`src/rtl/sorted_timeout_queue_defines.svh`:
```
// assertion macros for the sorted timeout queue
// used by modules that carry concurrent checks, no other dependencies
`ifndef SORTED_TIMEOUT_QUEUE_DEFINES_SVH
`define SORTED_TIMEOUT_QUEUE_DEFINES_SVH
`ifndef SYNTHESIS
`define STQ_ASSERT(lbl, clk, rstn, prop) \
  lbl: assert property (@(posedge clk) disable iff (!rstn) prop) \
    else $error("stq assertion failed");
`define STQ_NEVER(lbl, clk, rstn, cond) \
  lbl: assert property (@(posedge clk) disable iff (!rstn) !(cond)) \
    else $error("stq forbidden condition");
`else
`define STQ_ASSERT(lbl, clk, rstn, prop)
`define STQ_NEVER(lbl, clk, rstn, cond)
`endif
`endif

```
`src/rtl/stq_pkg.sv`:
```
// shared types and constants for the sorted timeout queue
// no dependencies
package stq_pkg;
  localparam int DepthDef    = 16;
  localparam int TickBitsDef = 24;
  localparam int DelayW      = 16;
  localparam int ProdW       = 24;

  localparam logic [1:0] OP_ADD     = 2'd0;
  localparam logic [1:0] OP_CANCEL  = 2'd1;
  localparam logic [1:0] OP_TICK    = 2'd2;
  localparam logic [1:0] OP_IGNORED = 2'd3;

  localparam logic [2:0] ST_ADDED     = 3'd0;
  localparam logic [2:0] ST_FULL      = 3'd1;
  localparam logic [2:0] ST_CANCELLED = 3'd2;
  localparam logic [2:0] ST_NOTFOUND  = 3'd3;
  localparam logic [2:0] ST_EXPIRED   = 3'd4;

  localparam logic CFG_DIV = 1'b0;
  localparam logic CFG_MUL = 1'b1;

  typedef struct packed {
    logic       load;
    logic       div_start;
    logic       mul;
    logic       div_take;
    logic       insert;
    logic       cancel;
    logic       dec;
    logic       pop;
    logic       emit;
    logic       id_head;
    logic [2:0] status;
    logic       last;
  } cmd_t;

  typedef struct packed {
    logic [1:0] op;
    logic       unit;
    logic       full;
    logic       found;
    logic       head_zero;
    logic       next_zero;
    logic       out_free;
    logic       div_done;
  } sts_t;
endpackage

```
`src/rtl/stq_ctrl.sv`:
```
// control state machine: sequences add, cancel and tick beats
// depends on stq_pkg and the assertion macros
`include "sorted_timeout_queue_defines.svh"
module stq_ctrl import stq_pkg::*; (
  input  logic clk_i,
  input  logic rst_ni,
  input  logic in_valid_i,
  output logic in_stall_o,
  input  sts_t sts_i,
  output cmd_t cmd_o
);
  localparam logic [2:0] S_IDLE = 3'd0;
  localparam logic [2:0] S_DEC  = 3'd1;
  localparam logic [2:0] S_DIV  = 3'd2;
  localparam logic [2:0] S_INS  = 3'd3;
  localparam logic [2:0] S_EMIT = 3'd4;

  logic [2:0] state_q, state_d;

  assign in_stall_o = (state_q != S_IDLE);

  always_comb begin
    state_d = state_q;
    cmd_o   = '0;
    unique case (state_q)
      S_IDLE: begin
        if (in_valid_i) begin
          cmd_o.load = 1'b1;
          state_d    = S_DEC;
        end
      end
      S_DEC: begin
        unique case (sts_i.op)
          OP_ADD: begin
            if (sts_i.full) begin
              if (sts_i.out_free) begin
                cmd_o.emit   = 1'b1;
                cmd_o.status = ST_FULL;
                cmd_o.last   = 1'b1;
                state_d      = S_IDLE;
              end
            end else if (sts_i.unit) begin
              cmd_o.mul = 1'b1;
              state_d   = S_INS;
            end else begin
              cmd_o.div_start = 1'b1;
              state_d         = S_DIV;
            end
          end
          OP_CANCEL: begin
            if (sts_i.out_free) begin
              cmd_o.cancel = 1'b1;
              cmd_o.emit   = 1'b1;
              cmd_o.status = sts_i.found ? ST_CANCELLED : ST_NOTFOUND;
              cmd_o.last   = 1'b1;
              state_d      = S_IDLE;
            end
          end
          OP_TICK: begin
            cmd_o.dec = 1'b1;
            state_d   = S_EMIT;
          end
          default: state_d = S_IDLE;
        endcase
      end
      S_DIV: begin
        if (sts_i.div_done) begin
          cmd_o.div_take = 1'b1;
          state_d        = S_INS;
        end
      end
      S_INS: begin
        if (sts_i.out_free) begin
          cmd_o.insert = 1'b1;
          cmd_o.emit   = 1'b1;
          cmd_o.status = ST_ADDED;
          cmd_o.last   = 1'b1;
          state_d      = S_IDLE;
        end
      end
      S_EMIT: begin
        if (!sts_i.head_zero) begin
          state_d = S_IDLE;
        end else if (sts_i.out_free) begin
          // expired entries form the head of the list, one per beat
          cmd_o.pop     = 1'b1;
          cmd_o.emit    = 1'b1;
          cmd_o.id_head = 1'b1;
          cmd_o.status  = ST_EXPIRED;
          cmd_o.last    = !sts_i.next_zero;
        end
      end
      default: state_d = S_IDLE;
    endcase
  end

  always_ff @(posedge clk_i or negedge rst_ni) begin
    if (!rst_ni) begin
      state_q <= S_IDLE;
    end else begin
      state_q <= state_d;
    end
  end

  `STQ_ASSERT(a_emit_free, clk_i, rst_ni, cmd_o.emit |-> sts_i.out_free)
  `STQ_ASSERT(a_pop_head, clk_i, rst_ni, cmd_o.pop |-> sts_i.head_zero)
  `STQ_NEVER(a_ins_full, clk_i, rst_ni, cmd_o.insert && sts_i.full)
  `STQ_ASSERT(a_div_ins, clk_i, rst_ni,
              (state_q == S_DIV && sts_i.div_done) |=> (state_q == S_INS))
endmodule

```
`config.mk`:
```
export PLATFORM = sky130hd
export DESIGN_NAME = stq_ctrl
export DESIGN_NICKNAME = d
export VERILOG_FILES = /design/src/rtl/stq_pkg.sv /design/src/rtl/stq_ctrl.sv
export VERILOG_INCLUDE_DIRS = /design/src /design/src/rtl
export SDC_FILE = /design/constraint.sdc
export NUM_CORES = 1
export LEC_CHECK = 0
export BUFFER_PORTS_ARGS = -buffer_cell sky130_fd_sc_hd__clkbuf_2
export CAP_MARGIN = 25
export CORE_AREA = 2 2 39 41
export DETAILED_ROUTE_END_ITERATION = 8
export DIE_AREA = 0 0 41 43
export HOLD_SLACK_MARGIN = 0.03
export SYNTH_ARGS = -nofsm -noshare
export SYNTH_HDL_FRONTEND = slang
export SYNTH_SLANG_ARGS = --single-unit
```
`constraint.sdc`:
```
create_clock -name clk_i -period 1.9 [get_ports clk_i]
set_clock_uncertainty 0.15 [all_clocks]
set_input_delay 0.285 -clock clk_i [delete_from_list [all_inputs] [get_ports clk_i]]
set_output_delay 0.285 -clock clk_i [all_outputs]
set_load 0.02 [all_outputs]
```
Word level (Yosys, flattened, before mapping)
Cells that the tools add are included.
{"block": "op_classes", "eq_ne": 9, "mux": 36, "reduce_logical": 5}
{"cell": "2-to-1 mux 3 bit", "count": 6}
{"cell": "2-to-1 mux 1 bit", "count": 16}
{"cell": "one-hot mux 3 bit (5 select lines)", "count": 1}
{"cell": "2-to-1 mux 7 bit", "count": 2}
{"cell": "2-to-1 mux 2 bit", "count": 6}
{"cell": "one-hot mux 4 bit (3 select lines)", "count": 1}
{"cell": "one-hot mux 3 bit (3 select lines)", "count": 1}
{"cell": "== test 3 x 2 -> 1 bit, second input constant", "count": 2}
{"cell": "inequality test 2 bit, second input constant", "count": 3}
{"cell": "one-hot mux 3 bit (2 select lines)", "count": 1}
{"cell": "== test 3 x 1 -> 1 bit, second input constant", "count": 1}
{"cell": "== test 3 bit, second input constant", "count": 1}
{"cell": "zero test 3 bit", "count": 1}
{"cell": "one-hot mux 1 bit (3 select lines)", "count": 1}
{"cell": "AND reduction 3 bit", "count": 1}
{"cell": "nonzero test 3 bit", "count": 1}
{"cell": "== test 2 x 1 -> 1 bit, second input constant", "count": 1}
{"cell": "== test 2 bit, second input constant", "count": 1}
{"cell": "zero test 2 bit", "count": 1}
{"cell": "one-hot mux 1 bit (2 select lines)", "count": 1}
{"cell": "zero test 1 bit", "count": 1}
{"block": "word_totals", "register_bits": 3, "inputBits": 12, "out_inout_bits": 15, "elab_cells": 51}

Logic depth before layout (Yosys ltp)
Gate-level depths: netlist of the first run.
{"block": "logic_depth", "ltp_word": 4, "ltp_mapped": 4, "depth_no_buf": 3}

Least setup slack after synthesis of the first run
OpenSTA, ideal clock, no wires.
{"block": "synth_path", "path_kind": "register -> output", "from": "register state_q[1]", "to": "output port cmd_o[13] (netlist name)", "t_arrival_ps": 1383, "setup_slack_ps": 82, "path_stages_with_launch": 4, "cell_sequence": "dfrtp_1 -> clkbuf_1 -> or3_1 -> nor2_1"}
{"item": "from (decl)", "line_no": "stq_ctrl.sv:18", "rtl": "logic [2:0] state_q, state_d;"}
{"item": "from (signal assigned)", "line_no": "stq_ctrl.sv:101", "rtl": "state_q <= state_d;"}
{"item": "to (decl)", "line_no": "stq_ctrl.sv:10", "rtl": "output cmd_t cmd_o"}

==> results of run 1 <==
[cell families after synthesis]
family / after synthesis
simple gates: 19
compound gates: 12
buf+inv: 7
flops: 3
[synth_stat cells]
master / instances
a211oi_2: 1
a21oi_1: 2
a311oi_1: 1
a31oi_1: 1
and2b_1: 1
and3_1: 4
and4bb_2: 1
buf_4: 1
clkbuf_1: 1
dfrtp_1: 3
inv_1: 5
nand2_1: 3
nand2b_1: 1
nand3b_1: 2
nor2_1: 3
nor4b_1: 1
nor4b_2: 1
o211a_1: 1
o211ai_1: 1
o21ai_0: 1
o21ai_2: 1
o21ba_2: 1
o311ai_1: 1
o31ai_1: 1
or3_1: 1
or3b_4: 1
[through the flow]
stage	instances	area, sq um	power [W]	worst slack, ns	TNS, ns
finish	94	631	0.000722	-0.0187	-0.0187
global route	94	631	0.000785	-0.0807	-0.226
CTS	93	584	0.000684	-0.0240	-0.0240
detailed placement	85	499	0.000506	0.175	0
global placement	85	499	0.000501	0.218	0
floorplan	41	330	0.000353	0.0824	0
[path summary, 6_finish.rpt]
path | endpoint | slack (ns) | depth (start not counted)
min in group asynchronous | state_q[1] | 0.23 | 2
worst min register to register | state_q[1] | 0.45 | 2
max in group asynchronous | state_q[2] | 1.26 | 2
worst min-delay path | state_q[0] | 0.20 | 3
worst max-delay path | cmd_o[0] | -0.02 | 4
worst max register to register | state_q[0] | 0.60 | 4
[cell type report]
type	instances	share of cell area, %
tap	16	3.17
timing repair buffer	35	37.7
multi-input combinational	31	39.7
clock buffer	4	4.17
inverter	5	2.98
sequential	3	12.3
[critical path: stages (launching register included)]
cell and delay, ns:
dfrtp_1 0.36, nand3b_1 0.18, or3b_4 0.43, o21ai_2 0.13, clkbuf_8 0.16
[what timing repair did]
action / in CTS / in global routing
gates cloned: 0 / 0
hold endpoints to repair: 3 / 0
buffers inserted: 3 / 1
hold buffers: 1 / 0
pin swaps: 3 / 3
resized for setup: 8 / 21
setup endpoints to repair: 6 / 12
[per-layer routing]
| metal | vias up | GRT usage, % | routed length (um) |
|---|---|---|---|
| met5 | - | 0 | 0 |
| met1 | 200 | 16.2 | 379 |
| met3 | 2 | 1.57 | 44 |
| li1 | 228 | - | - |
| met2 | 14 | 20.0 | 537 |
| met4 | 0 | 6.00 | 17 |
[where the power goes]
part / internal, W / switching, W / leakage (nW) / total (W)
sequential: 0.0000932 / 0.0000280 / 0.0357 / 0.000121
clock: 0.0000787 / 0.0000328 / 0.0150 / 0.000111
combinational: 0.000254 / 0.000236 / 0.302 / 0.000490
total: 0.000426 / 0.000296 / 0.353 / 0.000722
==> impl_results.md, run 1 <==
* Core box area at 0.00138 sq mm
* Most common cell after layout, fill and taps aside: clkbuf_2
* Post-synthesis xor/xnor area fraction at 0%
* Unique masters post-synth at 26
* Critical Path Start Type: flip-flop
* Failing checks: setup timing
* Largest Register: state_q
* Hold Worst Slack at 0.202 ns
* Final cycle utilization of the critical path at 101%
* Register area at 77.6 sq um
* Yosys top cell area share at 22.7%
* Max IR drop VDD at 441 uV
* Hold_sp: sts_i[6]
* Min setup slack post-route at -0.0187 ns
* Final wirelength at 978 um
* Crit path kind: flip-flop to output port
* Critical Path RT at 1.46 ns
* Count of pins over their slew limit at 0
* Total Nets Final at 91
* Gr usage total at 12.7%
* Seq cells post-synth at 3
* Remaining antenna violation count at 0
* CP startpoint: state_q[0]
* Crit end category: output port
* DP Wirelength at 742 um
* Post-synth top area cell: dfrtp_1
* Max cap viols at 0
* Io pins at 27
* Mapped Cells at 41
* DR DRC count at 0
* Via density at 4.72
* Worst skew pair latency at 0.23 ns
* CP max FO at 4
* Hold Fails Final Rpt at 0
* First-pass GRT wire length at 1.57 mm
* Post-synthesis simple-gate area fraction at 39.4%
* Share of cells above drive strength 1 at 62.8%
* Top post-synthesis cells by area: dfrtp_1, and3_1, inv_1, nand3b_1, nor4b_2
* Power per cell area at 1150 mW/mm^2
* Area grow syn2layout at 90.9%
* CTS buffer count at 3
* Die area at 0.00176 sq mm
* Fmax achieved at 521 MHz
* Worst relative slew slack at 82.2%
* PortBufs at 26
* Fillers at 139
* Clock tree buffer depth at 2
* GPL Wtd Cong at 0.742
* Setup-failing EPs final at 1
* Min cycle time layout at 1.92 ns
* CTS sink cnt at 3
* Status: complete, but fails checks
* Root Buffer: clkbuf_4
* Die Ht at 43 um
* Initial antenna violation count at 0
* Ant diodes at 0
* Biggest regs: state_q: 3 flops
* Pleak at 0.353 nW
* Initial core utilization at 23.9%
* Synth Area in Adders at 0%
* Mux cell area share after synthesis at 0%
* Grt total ovfl at 0
* Site Rows at 14
* Sequential-to-total area share from yosys stat at 22.7%
* Largest family of logic cells by synthesized area: simple AND/OR/NAND/NOR gates
* R2R Path Start: state_q[2]
* Worst hold path class: input port to flip-flop
* H-tree depth at 1
* Number of global-route vias before repair at 399
* Worst-Margin Slew at 0.262 ns
* Yosys warnings at 0
* Fin util at 45.6%
* Complex-gate fraction of the synthesized area at 28.8%
* Most frequent cells in the layout: clkbuf_2, buf_4, inv_1
* CTS tree: built
* Number of detailed-routing iterations run before antenna repair at 4
* Vias at 444
* Cell Area, Synth at 330 sq um
* WP data arrival at 1.48 ns
* Worst-path clk slew at 0.03 ns
* Max reg flops at 3
* Footprint of the multi-input gates at 250 sq um
* Largest net degree at the start of global routing at 10
* Wirelength per Cell at 10.4 um
* Unrepaired setup endpoints after global routing: true
* Syn Area/Cell at 8.06 sq um
* Overall die width at 41 um
* Drt initial violations at 4
* Synth Net Count at 53
(Power assumes the default switching activity.)
==> inputs of run 2 (changes only) <==
--- a/config.mk
+++ b/config.mk
@@ -8,9 +8,8 @@
 export LEC_CHECK = 0
 export BUFFER_PORTS_ARGS = -buffer_cell sky130_fd_sc_hd__clkbuf_2
 export CAP_MARGIN = 25
-export CORE_AREA = 2 2 39 41
+export CORE_UTILIZATION = 25
 export DETAILED_ROUTE_END_ITERATION = 8
-export DIE_AREA = 0 0 41 43
 export HOLD_SLACK_MARGIN = 0.03
 export SYNTH_ARGS = -nofsm -noshare
 export SYNTH_HDL_FRONTEND = slang
==> run 2 against run 1 <==
  * The flow now finishes without violations
  * Non-clock buffer count fell by 3
  * Clock power barely moved
  * First-iteration DRC count rose to 2.5 times the previous value
  * Highest routed layer is now met3
  * Largest power group unchanged
  * Sequential power barely moved
  * Global-route usage rose by 0.98 points
  * Via count rose by 1.6%
  * Count of clock-buffer cells in the layout did not move
  * Register-to-register slack barely moved
  * Fmax rose by 1.4%
==> impl_results.md, run 2 (same netlist as run 1, synthesis figures left out) <==
* Status: finished clean
* Largest net degree at the start of global routing at 10 (unchanged)
* Count of pins over their slew limit at 0 (unchanged)
* Number of global-route vias before repair at 352 (-12%)
* WP data arrival at 1.46 ns (-0.02 ns)
* Dpl cells at 82 (-3.5%)
* Remaining antenna violation count at 0 (unchanged)
* Ant diodes at 0 (unchanged)
* Initial antenna violation count at 0 (unchanged)
* Overall die width at 38.4 um (-6.5%)
* Max cap viols at 0 (unchanged)
* Unrepaired setup endpoints after global routing: true
* Drt initial violations at 10 (+6)
* CP max FO at 4 (unchanged)
* H-tree depth at 1 (unchanged)
* Clock tree buffer depth at 2 (unchanged)
* Io pins at 27 (unchanged)
* Psw at 0.000280 W (-5.7%)
* Worst-Margin Slew at 0.274 ns (+0.0116 ns)
* Worst Hold Depth at 3 (unchanged)
* Setup-failing EPs final at 0 (-1)
* Grt total ovfl at 0 (unchanged)
* Worst-path clk slew at 0.04 ns (about the same)
* Max reg flops at 3 (unchanged)
* Final wirelength at 908 um (-7.2%)
* Fmax achieved at 529 MHz (+1.4%)
* Die area at 0.00147 sq mm (-17%)
* Share of cells above drive strength 1 at 56.0% (-6.8 points)
* Most frequent cells in the layout: clkbuf_2, buf_4, inv_1
* Initial core utilization at 28.2% (+4.3 points)
* Critical Path RT at 1.46 ns (about the same)
* Die Ht at 38.4 um (-11%)
* Via density at 5.07 (+7.3%)
* Clock group share of total power at 17.1% (+1.7 points)
* Worst skew pair latency at 0.24 ns (about the same)
* Hold Fails Final Rpt at 0 (unchanged)
* Power per cell area at 1140 mW/mm^2 (about the same)
* CTS buffer count at 3 (unchanged)
* Sw Ratio at 42.4% (+1.3 points)
* Most common cell after layout, fill and taps aside: clkbuf_2
* Fillers at 114 (-18%)
* Logic pwr share at 64.2% (-3.6 points)
* GPL Wtd Cong at 0.738 (-0.59%)
* Pleak at 0.332 nW (-5.9%)
* Placement Setup Slack at 0.173 ns (-0.00244 ns)
* Setup_tns at 0 ns (+0.0187 ns)
* Worst hold path class: input port to flip-flop
* Critical Path Start Type: flip-flop
* First-pass GRT wire length at 1.39 mm (-12%)
* Register-to-Register Path Depth at 5 (+1)
* Site Rows at 12 (-2)
* Largest Register: state_q
* Fin cells at 89 (-5.3%)
* Vias at 451 (+1.6%)
* Min setup slack post-route at 0.00846 ns (+0.0271 ns)
* Total Nets Final at 88 (-3.3%)
* Area grow syn2layout at 74.6%
* Worst relative slew slack at 81.5% (-0.79 points)
* Max IR drop VDD at 467 uV (+5.7%)
* CTS sink cnt at 3 (unchanged)
* Hold Worst Slack at 0.188 ns (-0.0143 ns)
* Internal power consumption at 0.000381 W (-11%)
* Number of detailed-routing iterations run before antenna repair at 4 (unchanged)
* Gr usage total at 13.7% (+0.98 points)
* Final cycle utilization of the critical path at 99.6% (-1.4 points)
* Min cycle time layout at 1.89 ns (-0.0271 ns)
* CTS tree: built
* DP Wirelength at 700 um (-5.6%)
* Part of the power in registers at 18.7% (+1.9 points)
* Root Buffer: clkbuf_4
* Crit path kind: flip-flop to output port
* Core box area at 0.00117 sq mm (-15%)
* Biggest regs: state_q: 3 flops
* PortBufs at 26 (unchanged)
* Wirelength per Cell at 10.2 um (-1.9%)
* Crit end category: output port
* DR DRC count at 0 (unchanged)
==> run 2: cell count changes in the layout (fill, tap and decap cells not counted), sizes merged <==
cell,change
buf,-7
clkbuf,+4
==> run 2: worst max-delay path, stage by stage (launching register included) <==
cell and delay [ns]:
dfrtp_1 0.36, nand3b_1 0.17, or3b_4 0.41, o21ai_2 0.13
clkbuf_8 0.15
==> run 2: metrics by stage <==
stage	cell area (sq um)	power [W]	utilization, %
finish	577	0.000660	49.3
global route	577	0.000709	49.3
CTS	554	0.000631	47.3
detailed placement	489	0.000486	41.8
global placement	489	0.000481	41.8
floorplan	330	0.000353	-
==> run 2: worst paths after layout <==
check / end / start / slack (ns)
worst max-delay path: cmd_o[0] / state_q[0] / 0.008
worst min-delay path: state_q[2] / sts_i[3] / 0.19
worst max register to register: state_q[0] / state_q[0] / 0.61
worst min register to register: state_q[2] / state_q[1] / 0.37
max in group asynchronous: state_q[2] / rst_ni / 1.24
min in group asynchronous: state_q[0] / rst_ni / 0.23
==> run 2: layout make-up <==
| cell class | instances | area (sq um) | share of cell area [%] |
|---|---|---|---|
| clock buffer | 4 | 26.3 | 4.56 |
| inverter | 5 | 18.8 | 3.25 |
| multi-input combinational | 31 | 234 | 40.6 |
| sequential | 3 | 77.6 | 13.4 |
| tap | 14 | 17.5 | 3.04 |
| timing repair buffer | 32 | 203 | 35.1 |
==> run 2: per-layer routing <==
layer	routed length [um]	vias up	GRT usage [%]
li1	-	219	-
met1	413	211	17.0
met2	420	21	21.2
met3	74	0	3.49
met4	0	0	7.76
met5	0	-	0
==> run 2: repair_timing <==
item                                   in CTS  in global routing
setup endpoints to repair                   7                  8
hold buffers                                1                  0
pin swaps                                   2                  0
setup buffers                               2                  0
gates resized for setup                     5                 12
endpoints found under the hold margin       3                  0
==> run 2: power groups by stage <==
| stage | registers, W | logic (W) | clock network [W] |
|---|---|---|---|
| after CTS | 0.000116 | 0.000403 | 0.000111 |
| after global placement | 0.000121 | 0.000361 | 0 |
| after global routing | 0.000127 | 0.000460 | 0.000122 |
| after floorplan | 0.000118 | 0.000235 | 0 |
| final | 0.000124 | 0.000424 | 0.000113 |
| after detailed placement | 0.000122 | 0.000364 | 0 |
